**src/thtc_pkg.sv**
```systemverilog
// Shared constants, types and helpers for the thermistor table converter.
`default_nettype none

package thtc_pkg;

    // Table geometry
    localparam int TABLE_ENTRIES = 23;
    localparam int MEM_DEPTH     = 2 * TABLE_ENTRIES;
    localparam int ADDR_W        = $clog2(MEM_DEPTH);
    localparam int IDX_W         = $clog2(TABLE_ENTRIES + 1);

    // Temperature scale
    localparam int START_DEG  = -20;
    localparam int STEP_DEG   = 5;
    localparam int TENTHS     = 10;
    localparam int SEG_TENTHS = STEP_DEG * TENTHS;
    localparam int LOW_TENTHS = START_DEG * TENTHS;
    localparam int TOP_TENTHS = (START_DEG + STEP_DEG * (TABLE_ENTRIES - 1)) * TENTHS;
    localparam int OUT_MIN    = -1024;
    localparam int OUT_MAX    = 1023;

    // Field and datapath widths
    localparam int VAL_W  = 16;
    localparam int TEMP_W = 11;
    localparam int BASE_W = 13;
    localparam int QUO_W  = $clog2(SEG_TENTHS);
    localparam int NUM_W  = VAL_W + QUO_W;
    localparam int CNT_W  = $clog2(QUO_W);

    localparam logic signed [BASE_W-1:0] BASE_MAX = BASE_W'(OUT_MAX);
    localparam logic signed [BASE_W-1:0] BASE_MIN = BASE_W'(OUT_MIN);

    localparam logic signed [TEMP_W-1:0] LOW_SAT =
        TEMP_W'((LOW_TENTHS < OUT_MIN) ? OUT_MIN : LOW_TENTHS);
    localparam logic signed [TEMP_W-1:0] TOP_SAT =
        TEMP_W'((TOP_TENTHS > OUT_MAX) ? OUT_MAX : TOP_TENTHS);

    typedef enum logic [3:0] {
        S_IDLE,
        S_RD_LAST,
        S_RD_FIRST,
        S_CHK_FIRST,
        S_SCAN,
        S_MUL,
        S_DIV,
        S_FIN,
        S_DONE
    } state_t;

    typedef enum logic [1:0] {
        ADDR_HOLD,
        ADDR_LAST,
        ADDR_ZERO,
        ADDR_IDX
    } addr_sel_t;

    typedef enum logic [2:0] {
        RES_HOLD,
        RES_LOW,
        RES_TOP,
        RES_ZERO,
        RES_INTERP
    } res_sel_t;

    typedef struct packed {
        logic      load;
        logic      latch;
        addr_sel_t addr_sel;
        logic      chk_last;
        logic      scan_init;
        logic      scan_adv;
        logic      scan_hit;
        logic      mul;
        logic      div_step;
        res_sel_t  res_sel;
    } cmd_t;

    typedef struct packed {
        logic gt_first;
        logic last_hit;
        logic seg_hit;
        logic scan_end;
        logic div_last;
    } status_t;

    function automatic logic signed [TEMP_W-1:0] sat_temp(
        input logic signed [BASE_W-1:0] v
    );
        logic signed [TEMP_W-1:0] r;
        if (v > BASE_MAX)
        begin
            r = TEMP_W'(OUT_MAX);
        end
        else if (v < BASE_MIN)
        begin
            r = TEMP_W'(OUT_MIN);
        end
        else
        begin
            r = v[TEMP_W-1:0];
        end
        return r;
    endfunction

endpackage

`default_nettype wire

```
**src/thtc_ctrl.sv**
```systemverilog
// Sequencer for table loads and conversions.
`default_nettype none

module thtc_ctrl (
    input  wire logic              clk,
    input  wire logic              rst_n,
    input  wire logic              start,
    input  wire logic              mode,
    input  wire thtc_pkg::status_t status,
    output thtc_pkg::cmd_t         cmd,
    output logic                   busy,
    output logic                   done
);

    thtc_pkg::state_t state_reg;
    thtc_pkg::state_t state_next;

    always_ff @(posedge clk or negedge rst_n)
    begin
        if (!rst_n)
        begin
            state_reg <= thtc_pkg::S_IDLE;
        end
        else
        begin
            state_reg <= state_next;
        end
    end

    always_comb
    begin
        state_next    = state_reg;
        cmd           = '0;
        cmd.addr_sel  = thtc_pkg::ADDR_HOLD;
        cmd.res_sel   = thtc_pkg::RES_HOLD;
        case (state_reg)
            thtc_pkg::S_IDLE:
            begin
                if (start)
                begin
                    if (mode)
                    begin
                        cmd.load = 1'b1;
                    end
                    else
                    begin
                        cmd.latch  = 1'b1;
                        state_next = thtc_pkg::S_RD_LAST;
                    end
                end
            end
            thtc_pkg::S_RD_LAST:
            begin
                cmd.addr_sel = thtc_pkg::ADDR_LAST;
                state_next   = thtc_pkg::S_RD_FIRST;
            end
            thtc_pkg::S_RD_FIRST:
            begin
                cmd.addr_sel = thtc_pkg::ADDR_ZERO;
                cmd.chk_last = 1'b1;
                state_next   = thtc_pkg::S_CHK_FIRST;
            end
            thtc_pkg::S_CHK_FIRST:
            begin
                if (status.gt_first)
                begin
                    cmd.res_sel = thtc_pkg::RES_LOW;
                    state_next  = thtc_pkg::S_DONE;
                end
                else if (status.last_hit)
                begin
                    cmd.res_sel = thtc_pkg::RES_TOP;
                    state_next  = thtc_pkg::S_DONE;
                end
                else
                begin
                    cmd.scan_init = 1'b1;
                    cmd.addr_sel  = thtc_pkg::ADDR_IDX;
                    state_next    = thtc_pkg::S_SCAN;
                end
            end
            thtc_pkg::S_SCAN:
            begin
                if (status.seg_hit)
                begin
                    cmd.scan_hit = 1'b1;
                    state_next   = thtc_pkg::S_MUL;
                end
                else if (status.scan_end)
                begin
                    cmd.res_sel = thtc_pkg::RES_ZERO;
                    state_next  = thtc_pkg::S_DONE;
                end
                else
                begin
                    cmd.scan_adv = 1'b1;
                    cmd.addr_sel = thtc_pkg::ADDR_IDX;
                end
            end
            thtc_pkg::S_MUL:
            begin
                cmd.mul    = 1'b1;
                state_next = thtc_pkg::S_DIV;
            end
            thtc_pkg::S_DIV:
            begin
                cmd.div_step = 1'b1;
                if (status.div_last)
                begin
                    state_next = thtc_pkg::S_FIN;
                end
            end
            thtc_pkg::S_FIN:
            begin
                cmd.res_sel = thtc_pkg::RES_INTERP;
                state_next  = thtc_pkg::S_DONE;
            end
            thtc_pkg::S_DONE:
            begin
                state_next = thtc_pkg::S_IDLE;
            end
            default:
            begin
                state_next = thtc_pkg::S_IDLE;
            end
        endcase
    end

    assign busy = (state_reg != thtc_pkg::S_IDLE);
    assign done = (state_reg == thtc_pkg::S_DONE);

endmodule

`default_nettype wire

```
**src/thtc_dp.sv**
```systemverilog
// Table memory, segment search registers and restoring divider.
`default_nettype none

module thtc_dp (
    input  wire logic                                 clk,
    input  wire thtc_pkg::cmd_t                       cmd,
    input  wire logic                                 table_select,
    input  wire logic [4:0]                           entry_index,
    input  wire logic signed [thtc_pkg::VAL_W-1:0]    entry_value,
    input  wire logic signed [thtc_pkg::VAL_W-1:0]    raw_reading,
    output thtc_pkg::status_t                         status,
    output logic signed [thtc_pkg::TEMP_W-1:0]        temperature_tenths,
    output logic                                      thermistor_id
);

    localparam int AW = thtc_pkg::ADDR_W;
    localparam int IW = thtc_pkg::IDX_W;
    localparam int VW = thtc_pkg::VAL_W;
    localparam int NW = thtc_pkg::NUM_W;
    localparam int QW = thtc_pkg::QUO_W;
    localparam int BW = thtc_pkg::BASE_W;

    logic [VW-1:0] mem [0:thtc_pkg::MEM_DEPTH-1];

    logic signed [VW-1:0] rd_data_reg;
    logic signed [VW-1:0] raw_reg;
    logic                 sel_reg;
    logic signed [VW-1:0] hi_reg;
    logic [IW-1:0]        idx_reg;
    logic                 last_hit_reg;
    logic signed [BW-1:0] base_reg;
    logic [VW-1:0]        x_reg;
    logic [VW-1:0]        d_reg;
    logic [NW-1:0]        num_reg;
    logic [NW-1:0]        dv_reg;
    logic [QW-1:0]        quo_reg;
    logic [thtc_pkg::CNT_W-1:0] cnt_reg;
    logic signed [thtc_pkg::TEMP_W-1:0] res_reg;

    logic [IW-1:0]        rd_idx;
    logic [AW-1:0]        rd_addr;
    logic [AW-1:0]        wr_addr;
    logic                 wr_en;
    logic [VW:0]          x_full;
    logic [VW:0]          d_full;
    logic signed [BW-1:0] interp;

    // Load: ignore entries past the table end
    assign wr_en   = cmd.load && (32'(entry_index) < 32'(thtc_pkg::TABLE_ENTRIES));
    assign wr_addr = table_select ? AW'(thtc_pkg::TABLE_ENTRIES) + AW'(entry_index)
                                  : AW'(entry_index);

    always_comb
    begin
        case (cmd.addr_sel)
            thtc_pkg::ADDR_LAST: rd_idx = IW'(thtc_pkg::TABLE_ENTRIES - 1);
            thtc_pkg::ADDR_ZERO: rd_idx = '0;
            thtc_pkg::ADDR_IDX:  rd_idx = idx_reg;
            default:             rd_idx = idx_reg;
        endcase
    end

    assign rd_addr = sel_reg ? AW'(thtc_pkg::TABLE_ENTRIES) + AW'(rd_idx) : AW'(rd_idx);

    always_ff @(posedge clk)
    begin
        if (wr_en)
        begin
            mem[wr_addr] <= entry_value;
        end
        rd_data_reg <= mem[rd_addr];
    end

    assign x_full = {hi_reg[VW-1], hi_reg} - {raw_reg[VW-1], raw_reg};
    assign d_full = {hi_reg[VW-1], hi_reg} - {rd_data_reg[VW-1], rd_data_reg};
    assign interp = base_reg + $signed({{(BW-QW){1'b0}}, quo_reg});

    always_ff @(posedge clk)
    begin
        if (cmd.latch)
        begin
            raw_reg <= raw_reading;
            sel_reg <= table_select;
        end
        if (cmd.chk_last)
        begin
            last_hit_reg <= (raw_reg <= rd_data_reg);
        end
        case (cmd.addr_sel)
            thtc_pkg::ADDR_ZERO: idx_reg <= IW'(1);
            thtc_pkg::ADDR_IDX:  idx_reg <= idx_reg + IW'(1);
            default:             idx_reg <= idx_reg;
        endcase
        if (cmd.scan_init)
        begin
            hi_reg   <= rd_data_reg;
            base_reg <= BW'(thtc_pkg::LOW_TENTHS);
        end
        if (cmd.scan_adv)
        begin
            hi_reg   <= rd_data_reg;
            base_reg <= base_reg + BW'(thtc_pkg::SEG_TENTHS);
        end
        if (cmd.scan_hit)
        begin
            x_reg <= x_full[VW-1:0];
            d_reg <= d_full[VW-1:0];
        end
        if (cmd.mul)
        begin
            num_reg <= NW'(x_reg) * NW'(thtc_pkg::SEG_TENTHS);
            dv_reg  <= NW'(d_reg) << (QW - 1);
            cnt_reg <= thtc_pkg::CNT_W'(QW - 1);
            quo_reg <= '0;
        end
        if (cmd.div_step)
        begin
            if (num_reg >= dv_reg)
            begin
                num_reg <= num_reg - dv_reg;
                quo_reg <= {quo_reg[QW-2:0], 1'b1};
            end
            else
            begin
                quo_reg <= {quo_reg[QW-2:0], 1'b0};
            end
            dv_reg  <= dv_reg >> 1;
            cnt_reg <= cnt_reg - thtc_pkg::CNT_W'(1);
        end
        case (cmd.res_sel)
            thtc_pkg::RES_LOW:    res_reg <= thtc_pkg::LOW_SAT;
            thtc_pkg::RES_TOP:    res_reg <= thtc_pkg::TOP_SAT;
            thtc_pkg::RES_ZERO:   res_reg <= '0;
            thtc_pkg::RES_INTERP: res_reg <= thtc_pkg::sat_temp(interp);
            default:              res_reg <= res_reg;
        endcase
    end

    assign status.gt_first = (raw_reg > rd_data_reg);
    assign status.last_hit = last_hit_reg;
    assign status.seg_hit  = (hi_reg >= raw_reg) && (raw_reg > rd_data_reg);
    assign status.scan_end = (idx_reg == IW'(thtc_pkg::TABLE_ENTRIES));
    assign status.div_last = (cnt_reg == '0);

    assign temperature_tenths = res_reg;
    assign thermistor_id      = sel_reg;

endmodule

`default_nettype wire

```
**src/thermistor_table_to_temperature.sv**
```systemverilog
// Top level of the thermistor raw-reading to temperature converter.
`default_nettype none

// Converts a signed raw thermistor reading to tenths of a degree Celsius using
// one of two falling calibration tables (main, sub) of TABLE_ENTRIES points,
// one point per 5 C from -20 C. A beat is taken when start is high and busy
// is low. A load beat (mode = 1) writes one table entry in the same edge and
// leaves busy low, so loads may stream one per cycle; an index past the table
// end is dropped. A convert beat (mode = 0) raises busy and, some cycles
// later, pulses done for exactly one cycle with temperature_tenths and
// thermistor_id valid in that cycle only: the receiver cannot stall, so it
// must capture the result on that pulse. Table entries must be written before
// a conversion reads them.
//
// Course of a convert beat: the last and then the first table entry are
// read, and a reading outside the table ends there. Otherwise the table,
// which has a single read port, is walked one entry per cycle until i, the
// index of the matching segment, is found; then the multiply step, the
// restoring divider that makes one quotient bit per cycle, and a final step
// give the result. When no segment matches, the walk runs to the table end.
// busy drops the cycle after done.
//
// Interpolation: the result is 10*(-20 + 5*i) + floor(50*(t[i]-raw) / d),
// d = t[i]-t[i+1]; the single six-bit quotient carries both the whole degrees
// and the truncated tenths digit.
module thermistor_table_to_temperature (
    input  wire logic                                 clk,
    input  wire logic                                 rst_n,
    input  wire logic                                 start,
    output logic                                      busy,
    input  wire logic                                 mode,
    input  wire logic                                 table_select,
    input  wire logic [4:0]                           entry_index,
    input  wire logic signed [thtc_pkg::VAL_W-1:0]    entry_value,
    input  wire logic signed [thtc_pkg::VAL_W-1:0]    raw_reading,
    output logic                                      done,
    output logic signed [thtc_pkg::TEMP_W-1:0]        temperature_tenths,
    output logic                                      thermistor_id
);

    thtc_pkg::cmd_t    cmd;
    thtc_pkg::status_t status;

    thtc_ctrl u_ctrl (
        .clk    (clk),
        .rst_n  (rst_n),
        .start  (start),
        .mode   (mode),
        .status (status),
        .cmd    (cmd),
        .busy   (busy),
        .done   (done)
    );

    thtc_dp u_dp (
        .clk                (clk),
        .cmd                (cmd),
        .table_select       (table_select),
        .entry_index        (entry_index),
        .entry_value        (entry_value),
        .raw_reading        (raw_reading),
        .status             (status),
        .temperature_tenths (temperature_tenths),
        .thermistor_id      (thermistor_id)
    );

    // Convert beat must occupy the sequencer
    a_convert_busy: assert property (@(posedge clk) disable iff (!rst_n)
        (start && !busy && !mode) |=> busy)
        else $error("convert beat did not raise busy");

    // Load beat is absorbed without a result
    a_load_quiet: assert property (@(posedge clk) disable iff (!rst_n)
        (start && !busy && mode) |=> (!busy && !done))
        else $error("load beat started a conversion");

    // Result pulse is one cycle and returns to idle
    a_done_pulse: assert property (@(posedge clk) disable iff (!rst_n)
        done |=> (!done && !busy))
        else $error("done not a single-cycle pulse");

    // Result stays within the table span
    a_result_range: assert property (@(posedge clk) disable iff (!rst_n)
        done |-> (temperature_tenths >= thtc_pkg::LOW_SAT &&
                  temperature_tenths <= thtc_pkg::TOP_SAT))
        else $error("temperature outside table span");

endmodule

`default_nettype wire
```
**config.mk**
```make
export PLATFORM = sky130hd
export DESIGN_NAME = thermistor_table_to_temperature
export DESIGN_NICKNAME = d
export VERILOG_FILES = /design/src/thtc_pkg.sv /design/src/thtc_ctrl.sv /design/src/thtc_dp.sv /design/src/thermistor_table_to_temperature.sv
export SDC_FILE = /design/constraint.sdc
export NUM_CORES = 1
export LEC_CHECK = 0
export BUFFER_PORTS_ARGS = -buffer_cell sky130_fd_sc_hd__buf_2
export CAP_MARGIN = 20
export CORE_MARGIN = 2
export CORE_UTILIZATION = 39
export CTS_BUF_LIST = sky130_fd_sc_hd__clkbuf_8
export DETAILED_ROUTE_END_ITERATION = 8
export GPL_TIMING_DRIVEN = 0
export HOLD_SLACK_MARGIN = 0.15
export PLACE_DENSITY_LB_ADDON = 0.3
export SLEW_MARGIN = 15
export SYNTH_ARGS = -nofsm -noshare
export SYNTH_HDL_FRONTEND = slang
export SYNTH_HIERARCHICAL = 1
export SYNTH_SLANG_ARGS = --single-unit
```
**constraint.sdc**
```tcl
create_clock -name clk -period 5.9 [get_ports clk]
set_input_delay 0 -clock clk [delete_from_list [all_inputs] [get_ports clk]]
set_output_delay 0 -clock clk [all_outputs]
set_load 0.005 [all_outputs]
```
==> results of run 1 <==
-- cell usage after synthesis (7+ instances only) --
cell type | count | share of area, %
sky130_fd_sc_hd__xnor2_1 | 49 | 1.1
sky130_fd_sc_hd__nand2_1 | 116 | 1.1
sky130_fd_sc_hd__or3_1 | 11 | 0.17
sky130_fd_sc_hd__o21ai_0 | 76 | 0.95
sky130_fd_sc_hd__nand2b_1 | 22 | 0.34
sky130_fd_sc_hd__xor2_1 | 27 | 0.59
sky130_fd_sc_hd__a21oi_1 | 116 | 1.5
sky130_fd_sc_hd__mux2i_1 | 97 | 2.4
sky130_fd_sc_hd__mux4_2 | 176 | 9.9
sky130_fd_sc_hd__ha_1 | 134 | 4.2
sky130_fd_sc_hd__nor3_1 | 22 | 0.28
sky130_fd_sc_hd__nand3_1 | 21 | 0.26
sky130_fd_sc_hd__buf_2 | 36 | 0.45
sky130_fd_sc_hd__dfxtp_1 | 38 | 1.9
sky130_fd_sc_hd__mux2_2 | 27 | 0.76
sky130_fd_sc_hd__or2_2 | 10 | 0.16
sky130_fd_sc_hd__a211oi_1 | 37 | 0.70
sky130_fd_sc_hd__o21a_1 | 16 | 0.30
sky130_fd_sc_hd__a21o_1 | 23 | 0.43
sky130_fd_sc_hd__nor2_1 | 130 | 1.2
sky130_fd_sc_hd__buf_1 | 7 | 0.066
sky130_fd_sc_hd__and2_1 | 23 | 0.36
sky130_fd_sc_hd__fa_1 | 15 | 0.75
sky130_fd_sc_hd__edfxtp_1 | 860 | 65
sky130_fd_sc_hd__inv_1 | 135 | 1.3
sky130_fd_sc_hd__nor2b_1 | 26 | 0.41
sky130_fd_sc_hd__clkbuf_1 | 35 | 0.33
sky130_fd_sc_hd__nand4_1 | 11 | 0.17
sky130_fd_sc_hd__buf_4 | 20 | 0.38
sky130_fd_sc_hd__o21bai_1 | 9 | 0.17
-- kinds of logic after synthesis --
| group | share of synthesized area, % |
|---|---|
| AO/OA/AOI/OAI | 5.49 |
| XOR/XNOR | 1.78 |
| adder cells (fa/ha/maj) | 4.95 |
| buffers and inverters | 2.59 |
| flip-flops | 66.9 |
| multiplexers | 13.2 |
| AND/OR/NAND/NOR | 5.14 |
-- worst max-delay path: cells and delay by family (launching register included) --
kind	cells	cell delay, ns
flip-flops	1	0.43
multiplexers	2	0.39
XOR/XNOR	1	0.16
AO/OA/AOI/OAI	11	1.90
adder cells (fa/ha/maj)	4	0.84
AND/OR/NAND/NOR	8	1.17
buffers and inverters	6	0.80
-- area by class of cell --
class / instances / area share (%)
diodes: 3 / 0.0157
plain buffers: 99 / 1.96
clock buffers: 151 / 4.34
clock inverters: 109 / 1.19
inverters: 136 / 1.07
multi-input cells: 1298 / 27.5
flip-flops and latches: 902 / 55.7
well taps: 1368 / 3.57
repair buffers: 221 / 4.67
-- placed cells by master, fill, tap and decap left out, drive strengths merged, types with 58 or more instances in the layout --
cell and instances:
buf 228, mux2i 98, dlygate4sd3 58, edfxtp 860
nor2 130, clkbuf 185, ha 134, nand2 117
mux4 176, o21ai 82, a21oi 116, inv 191
-- per-stage QoR --
step,setup WS (ns),setup TNS (ns),hold WS (ns),cells
2_1_floorplan,0.132,0,-0.296,2437
3_3_place_gp,-2.41,-58.30,-0.194,3858
5_1_grt,-0.200,-2.30,0.254,4285
3_5_place_dp,-2.48,-37.75,-0.193,3905
6_report,0.00946,0,0.241,4287
4_1_cts,0.0118,0,0.153,4267
-- timing repair --
item                                   CTS  global route
endpoints found under the hold margin  811             0
hold buffers                            58             0
cloned                                   6             1
setup buffers                           38            19
pin swaps                               48            31
setup endpoints to repair               16            16
gates resized for setup                256            74
-- layer usage --
metal / wire [um] / vias to the layer above / GRT usage (%)
met4: 2240 / 0 / 5.97
met3: 4920 / 136 / 2.98
li1: - / 10200 / -
met1: 41100 / 11700 / 24.0
met5: 0 / - / 0
met2: 48300 / 678 / 31.9
-- worst paths after layout --
check	from	to	slack, ns	cells after the start
min reg2reg	u_dp/rd_data_reg[10]$_DFF_P_	u_dp/hi_reg[10]$_DFFE_PP_	0.43	0
max reg2reg	u_dp/raw_reg[0]$_DFFE_PP_	u_dp/rd_data_reg[15]$_DFF_P_	0.009	32
max	u_dp/raw_reg[0]$_DFFE_PP_	u_dp/rd_data_reg[15]$_DFF_P_	0.009	32
max in group asynchronous	rst_n	u_ctrl/state_reg[0]$_DFFE_PN0P_	5.05	4
min in group asynchronous	rst_n	u_ctrl/state_reg[1]$_DFFE_PN0P_	0.66	4
min	entry_index[3]	u_dp/mem[14][14]$_DFFE_PP_	0.24	3
==> out/summary.log, run 1 <==
INFO  placement      detailed_placement_wirelength_estimate=64000um
INFO  routing        drt_wl_total=96600um
INFO  cells_and_area fin_util=47.2%
INFO  synthesis      synth.ff_latch_count=902
INFO  cells_and_area finish.net_count=2996
INFO  die            core_area=102000squm
INFO  sta            shortest_period_the_worst_path_allows=5.89ns
INFO  cells_and_area multiInputGateArea=13200squm
INFO  synthesis      yosys.cell_types.count=83
INFO  cells_and_area areaGrowthSynthToFinish=20.1%
INFO  routing        drt-pass1-iter-count=5
INFO  clock_tree     tritoncts=built
INFO  global_route   grt_first_pass_wirelength=144000um
INFO  die            floorplan.rows=117
INFO  sta            period_share=99.8%
INFO  clock_tree     max-clock-path-buffers=3
INFO  cells_and_area layout.cell_area.non_filler=47900squm
INFO  sta            rsz0062_at_grt=true
INFO  global_route   track_usage=18.6%
INFO  sta            finalHoldViolCount=0
INFO  worst_setup_path crit_fanout=6
INFO  sta            setup_viol=0
INFO  routing        postRouteAntennaNets=0
INFO  worst_setup_path critical_path_endpoint_category=register
INFO  worst_setup_path crit_required=6.55ns
INFO  clock_tree     h-tree-depth=4
INFO  routing        vias_per_cell=5.32
INFO  worst_setup_path critPathSlowestCell=sky130_fd_sc_hd__edfxtp_1
INFO  global_route   first_global_vias=23900
INFO  min_path       hp-class=in -> reg
INFO  clock_tree     cts_made_buffers=147
INFO  synthesis      synth_fp_nets=2628
INFO  clock_tree     cts_sinks=902
INFO  die            die_x_extent=324um
INFO  cells_and_area largest_register_ffs=736
INFO  sta            final_max_slew_viol_count=0
INFO  synthesis      syn-instance-count=2437
INFO  sta            max-slew-margin-rel=26.7%
INFO  routing        post_drt_wl_per_cell=22.5um
INFO  cells_and_area drive_above_1_share=27.6%
INFO  die            fp.dieArea=105000squm
INFO  synthesis      synthFlopType=sky130_fd_sc_hd__edfxtp_1
INFO  flow_run       max_cap_violations=0
INFO  placement      place_congestion=0.837
INFO  sta            fin_skew=0.0447ns
INFO  placement      postPlaceCellArea=42700squm
INFO  worst_setup_path slowest_delay=0.43ns
INFO  global_route   largest_net_degree_at_the_start_of_global_routing=47
INFO  routing        drc_errors=0
INFO  cells_and_area layout.area.seq=26700squm
INFO  global_route   antenna_found_initial=2
INFO  clock_tree     clock_insertion_delay_worst_skew=0.81ns
INFO  synthesis      mappedNetlistArea=39900squm
INFO  sta            maxClockFrequency=170MHz
INFO  cells_and_area filler_cell_count=8704
INFO  synthesis      synth_edf_count=860
INFO  clock_tree     cts-root-buf=sky130_fd_sc_hd__clkbuf_8
INFO  synthesis      synth_warnings=6
INFO  die            io_count=56
INFO  global_route   globalRouteOverflowTotal=0
INFO  worst_setup_path crit_arrival=6.54ns
INFO  routing        drt-initial-drc-count=1769
INFO  synthesis      avgSynthCellArea=16.4squm
INFO  sta            timing_worst_slew_pin_value=1.10ns
INFO  routing        num_vias=22800
INFO  synthesis      asyncSetResetFlopFracSynth=0.443%
INFO  clock_tree     cts.reportedPaths.clkPinSlew=0.06ns
INFO  placement      port_buffers=53
INFO  worst_setup_path cp-start-kind=register
INFO  die            initial_core_util=39.3%
INFO  worst_setup_path class_of_the_most_critical_setup_path=reg -> reg
INFO  outcome        outcome=complete, no violations
INFO  die            dieHeight=324um
INFO  synthesis      ys_seq_area_share=66.9%
Power of run 1 is left out: the tool's default activity adds up to more than one toggle a clock period on the data nets, which glitch-free logic cannot reach.
==> run 2, diff against run 1 <==
--- a/config.mk
+++ b/config.mk
@@ -7,6 +7,8 @@
 export LEC_CHECK = 0
 export BUFFER_PORTS_ARGS = -buffer_cell sky130_fd_sc_hd__buf_2
 export CAP_MARGIN = 20
+export CELL_PAD_IN_SITES_DETAIL_PLACEMENT = 0
+export CELL_PAD_IN_SITES_GLOBAL_PLACEMENT = 1
 export CORE_MARGIN = 2
 export CORE_UTILIZATION = 39
 export CTS_BUF_LIST = sky130_fd_sc_hd__clkbuf_8
==> run 2 against run 1 <==
The flow now finishes with violations (setup timing). Sequential share of layout area fell by 0.51 points. Design area grew 0.91%. Non-clock buffer count increased by 17. Global-route usage up 0.50 points. Fmax decreased by 1.2%. Register-to-register slack lost 0.07 ns. Die area is the same. Critical path type unchanged. Highest routed layer unchanged.
==> out/summary.log, run 2 (same netlist as run 1, synthesis figures left out) <==
INFO  outcome        outcome=finished with violations [was complete, no violations]
INFO  outcome        violations=setup timing
INFO  worst_setup_path crit_fanout=7 [was 6]
INFO  min_path       hp-class=in -> reg [unchanged]
INFO  cells_and_area drive_above_1_share=28.6% [was 27.6%]
INFO  placement      detailed_placement_wirelength_estimate=65800um [was 64000 um]
INFO  worst_setup_path crit_arrival=6.62ns [was 6.54 ns]
INFO  routing        postRouteAntennaNets=0 [unchanged]
INFO  routing        drc_errors=0 [unchanged]
INFO  clock_tree     cts-root-buf=sky130_fd_sc_hd__clkbuf_8 [unchanged]
INFO  min_path       whs_path_depth=5 [was 3]
INFO  sta            final_max_slew_viol_count=0 [unchanged]
INFO  sta            fin_skew=0.0434ns [was 0.0447 ns]
INFO  cells_and_area finish.net_count=3017 [was 2996]
INFO  sta            shortest_period_the_worst_path_allows=5.96ns [was 5.89 ns]
INFO  min_path       min_from=start [was entry_index[3]]
INFO  die            io_count=56 [unchanged]
INFO  global_route   track_usage=19.1% [was 18.6%]
INFO  routing        drt_wl_total=98700um [was 96600 um]
INFO  routing        vias_per_cell=5.25 [was 5.32]
INFO  global_route   grt_first_pass_wirelength=147000um [was 144000 um]
INFO  placement      place_worst_setup_slack=-2.15ns [was -2.48 ns]
INFO  worst_setup_path critPathSlowestCell=sky130_fd_sc_hd__edfxtp_1 [unchanged]
INFO  worst_setup_path reg2reg_from=u_dp/raw_reg[0]$_DFFE_PP_ [unchanged]
INFO  cells_and_area layout.cell_area.non_filler=48400squm [was 47900 sq um]
INFO  worst_setup_path cp-start-kind=register [unchanged]
INFO  flow_run       max_cap_violations=0 [unchanged]
INFO  worst_setup_path rr_endpoint=u_dp/rd_data_reg[10]$_DFF_P_ [was u_dp/rd_data_reg[15]$_DFF_P_]
INFO  clock_tree     tritoncts=built [unchanged]
INFO  cells_and_area areaGrowthSynthToFinish=21.2% [was 20.1%]
INFO  routing        drt-pass1-iter-count=5 [unchanged]
INFO  routing        post_drt_wl_per_cell=22.9um [was 22.5 um]
INFO  worst_setup_path crit_required=6.56ns [was 6.55 ns]
INFO  worst_setup_path regToRegSetupSlack=-0.06ns [was 0.009 ns]
INFO  min_path       worst_hold_path.endpoint=u_ctrl/state_reg[2]$_DFFE_PN0P_ [was u_dp/mem[14][14]$_DFFE_PP_]
INFO  sta            setup_slack=-0.0604ns [was 0.00946 ns]
INFO  die            dieHeight=324um [unchanged]
INFO  global_route   first_global_vias=23500 [was 23900]
INFO  sta            finalHoldViolCount=0 [unchanged]
INFO  cells_and_area mostFrequentLayoutCell=sky130_fd_sc_hd__edfxtp_1 [unchanged]
INFO  cells_and_area fin_util=47.6% [was 47.2%]
INFO  global_route   largest_net_degree_at_the_start_of_global_routing=47 [unchanged]
INFO  clock_tree     clock_insertion_delay_worst_skew=0.82ns [was 0.81 ns]
INFO  worst_setup_path timing.critical_path.max_delay_family=compound AO/OA/AOI/OAI gates [unchanged]
INFO  cells_and_area largest_register_ffs=736 [unchanged]
INFO  sta            period_share=101% [was 99.8%]
INFO  clock_tree     cts_made_buffers=151 [was 147]
INFO  die            initial_core_util=39.3% [unchanged]
INFO  die            fp.dieArea=105000squm [unchanged]
INFO  die            core_area=102000squm [unchanged]
INFO  sta            final_layout_worst_hold_slack=0.244ns [was 0.241 ns]
INFO  routing        drt-initial-drc-count=1826 [was 1769]
INFO  sta            rsz0062_at_grt=true [unchanged]
INFO  clock_tree     max-clock-path-buffers=3 [unchanged]
INFO  global_route   globalRouteOverflowTotal=0 [unchanged]
INFO  clock_tree     h-tree-depth=4 [unchanged]
INFO  sta            setup_viol=11 [was 0]
INFO  clock_tree     cts.reportedPaths.clkPinSlew=0.06ns [about the same]
INFO  worst_setup_path worst_r2r_path_depth=32 [unchanged]
INFO  worst_setup_path crit_buf_inv=6 [unchanged]
INFO  clock_tree     cts_sinks=902 [unchanged]
INFO  placement      port_buffers=53 [unchanged]
INFO  placement      place_congestion=0.887 [was 0.837]
INFO  placement      postPlaceCellArea=42600squm [was 42700 sq um]
INFO  die            floorplan.rows=117 [unchanged]
INFO  sta            max-slew-margin-rel=24.4% [was 26.7%]
INFO  sta            timing_worst_slew_pin_value=1.13ns [was 1.10 ns]
INFO  routing        num_vias=22700 [was 22800]
INFO  die            die_x_extent=324um [unchanged]
INFO  cells_and_area mostFrequentLayoutCells=sky130_fd_sc_hd__edfxtp_1, sky130_fd_sc_hd__mux4_2, sky130_fd_sc_hd__inv_1 [was sky130_fd_sc_hd__edfxtp_1, sky130_fd_sc_hd__inv_1, sky130_fd_sc_hd__mux4_2]
INFO  worst_setup_path slowest_delay=0.43ns [about the same]
INFO  worst_setup_path critical_path_endpoint_category=register [unchanged]
INFO  global_route   antenna_found_initial=5 [was 2]
INFO  worst_setup_path class_of_the_most_critical_setup_path=reg -> reg [unchanged]
INFO  sta            maxClockFrequency=168MHz [was 170 MHz]
-- run 2: stage by stage --
step | setup TNS (ns) | cells
final | -0.357 | 4318
after global routing | -3.68 | 4318
after CTS | -0.0149 | 4303
after detailed placement | -32.97 | 3903
after global placement | -69.96 | 3858
after floorplan | 0 | 2437
-- run 2: repair_timing --
| action | CTS | global route |
|---|---|---|
| gates resized for setup | 271 | 47 |
| hold buffers | 59 | 1 |
| setup endpoints to repair | 16 | 17 |
| cloned | 3 | 3 |
| endpoints found under the hold margin | 817 | 8 |
| pin swaps | 34 | 30 |
| buffers inserted | 64 | 13 |
-- run 2: cell type report --
cell class	instances	area [sq um]
multi-input combinational	1298	13300
clock inverter	118	772
fill	8737	53200
inverter	136	510
sequential	902	26700
buffer	100	905
timing repair buffer	237	2290
antenna	2	5.00
clock buffer	157	2160
tap	1368	1710
-- run 2: how the worst max path moves through the flow --
stage                                         start  cells after the start  slack [ns]                            to
after floorplan           u_dp/raw_reg[0]$_DFFE_PP_                     30        0.13  u_dp/rd_data_reg[10]$_DFF_P_
after global placement    u_dp/raw_reg[0]$_DFFE_PP_                     27       -2.54   u_dp/rd_data_reg[8]$_DFF_P_
after detailed placement  u_dp/raw_reg[0]$_DFFE_PP_                     27       -2.15   u_dp/rd_data_reg[8]$_DFF_P_
after CTS                  u_dp/hi_reg[0]$_DFFE_PP_                     28       -0.01  u_dp/rd_data_reg[14]$_DFF_P_
after global routing      u_dp/raw_reg[0]$_DFFE_PP_                     32       -0.28  u_dp/rd_data_reg[10]$_DFF_P_
final                     u_dp/raw_reg[0]$_DFFE_PP_                     32       -0.06  u_dp/rd_data_reg[10]$_DFF_P_
-- run 2: worst register-to-register path: cells and delay by family, from the launching register on --
kind | cells | cell delay [ns]
flip-flops | 1 | 0.43
adder cells (fa/ha/maj) | 4 | 0.85
AND/OR/NAND/NOR | 8 | 1.21
multiplexers | 2 | 0.45
AO/OA/AOI/OAI | 11 | 2.00
XOR/XNOR | 1 | 0.16
buffers and inverters | 6 | 0.78
-- run 2: per-layer routing --
layer | global-route usage, % | vias to the layer above | wire, um
li1 | - | 10300 | -
met1 | 24.5 | 11600 | 41300
met2 | 32.7 | 598 | 50100
met3 | 3.05 | 156 | 4690
met4 | 6.76 | 0 | 2680
met5 | 0 | - | 0
Power of run 2 is left out for the same reason.
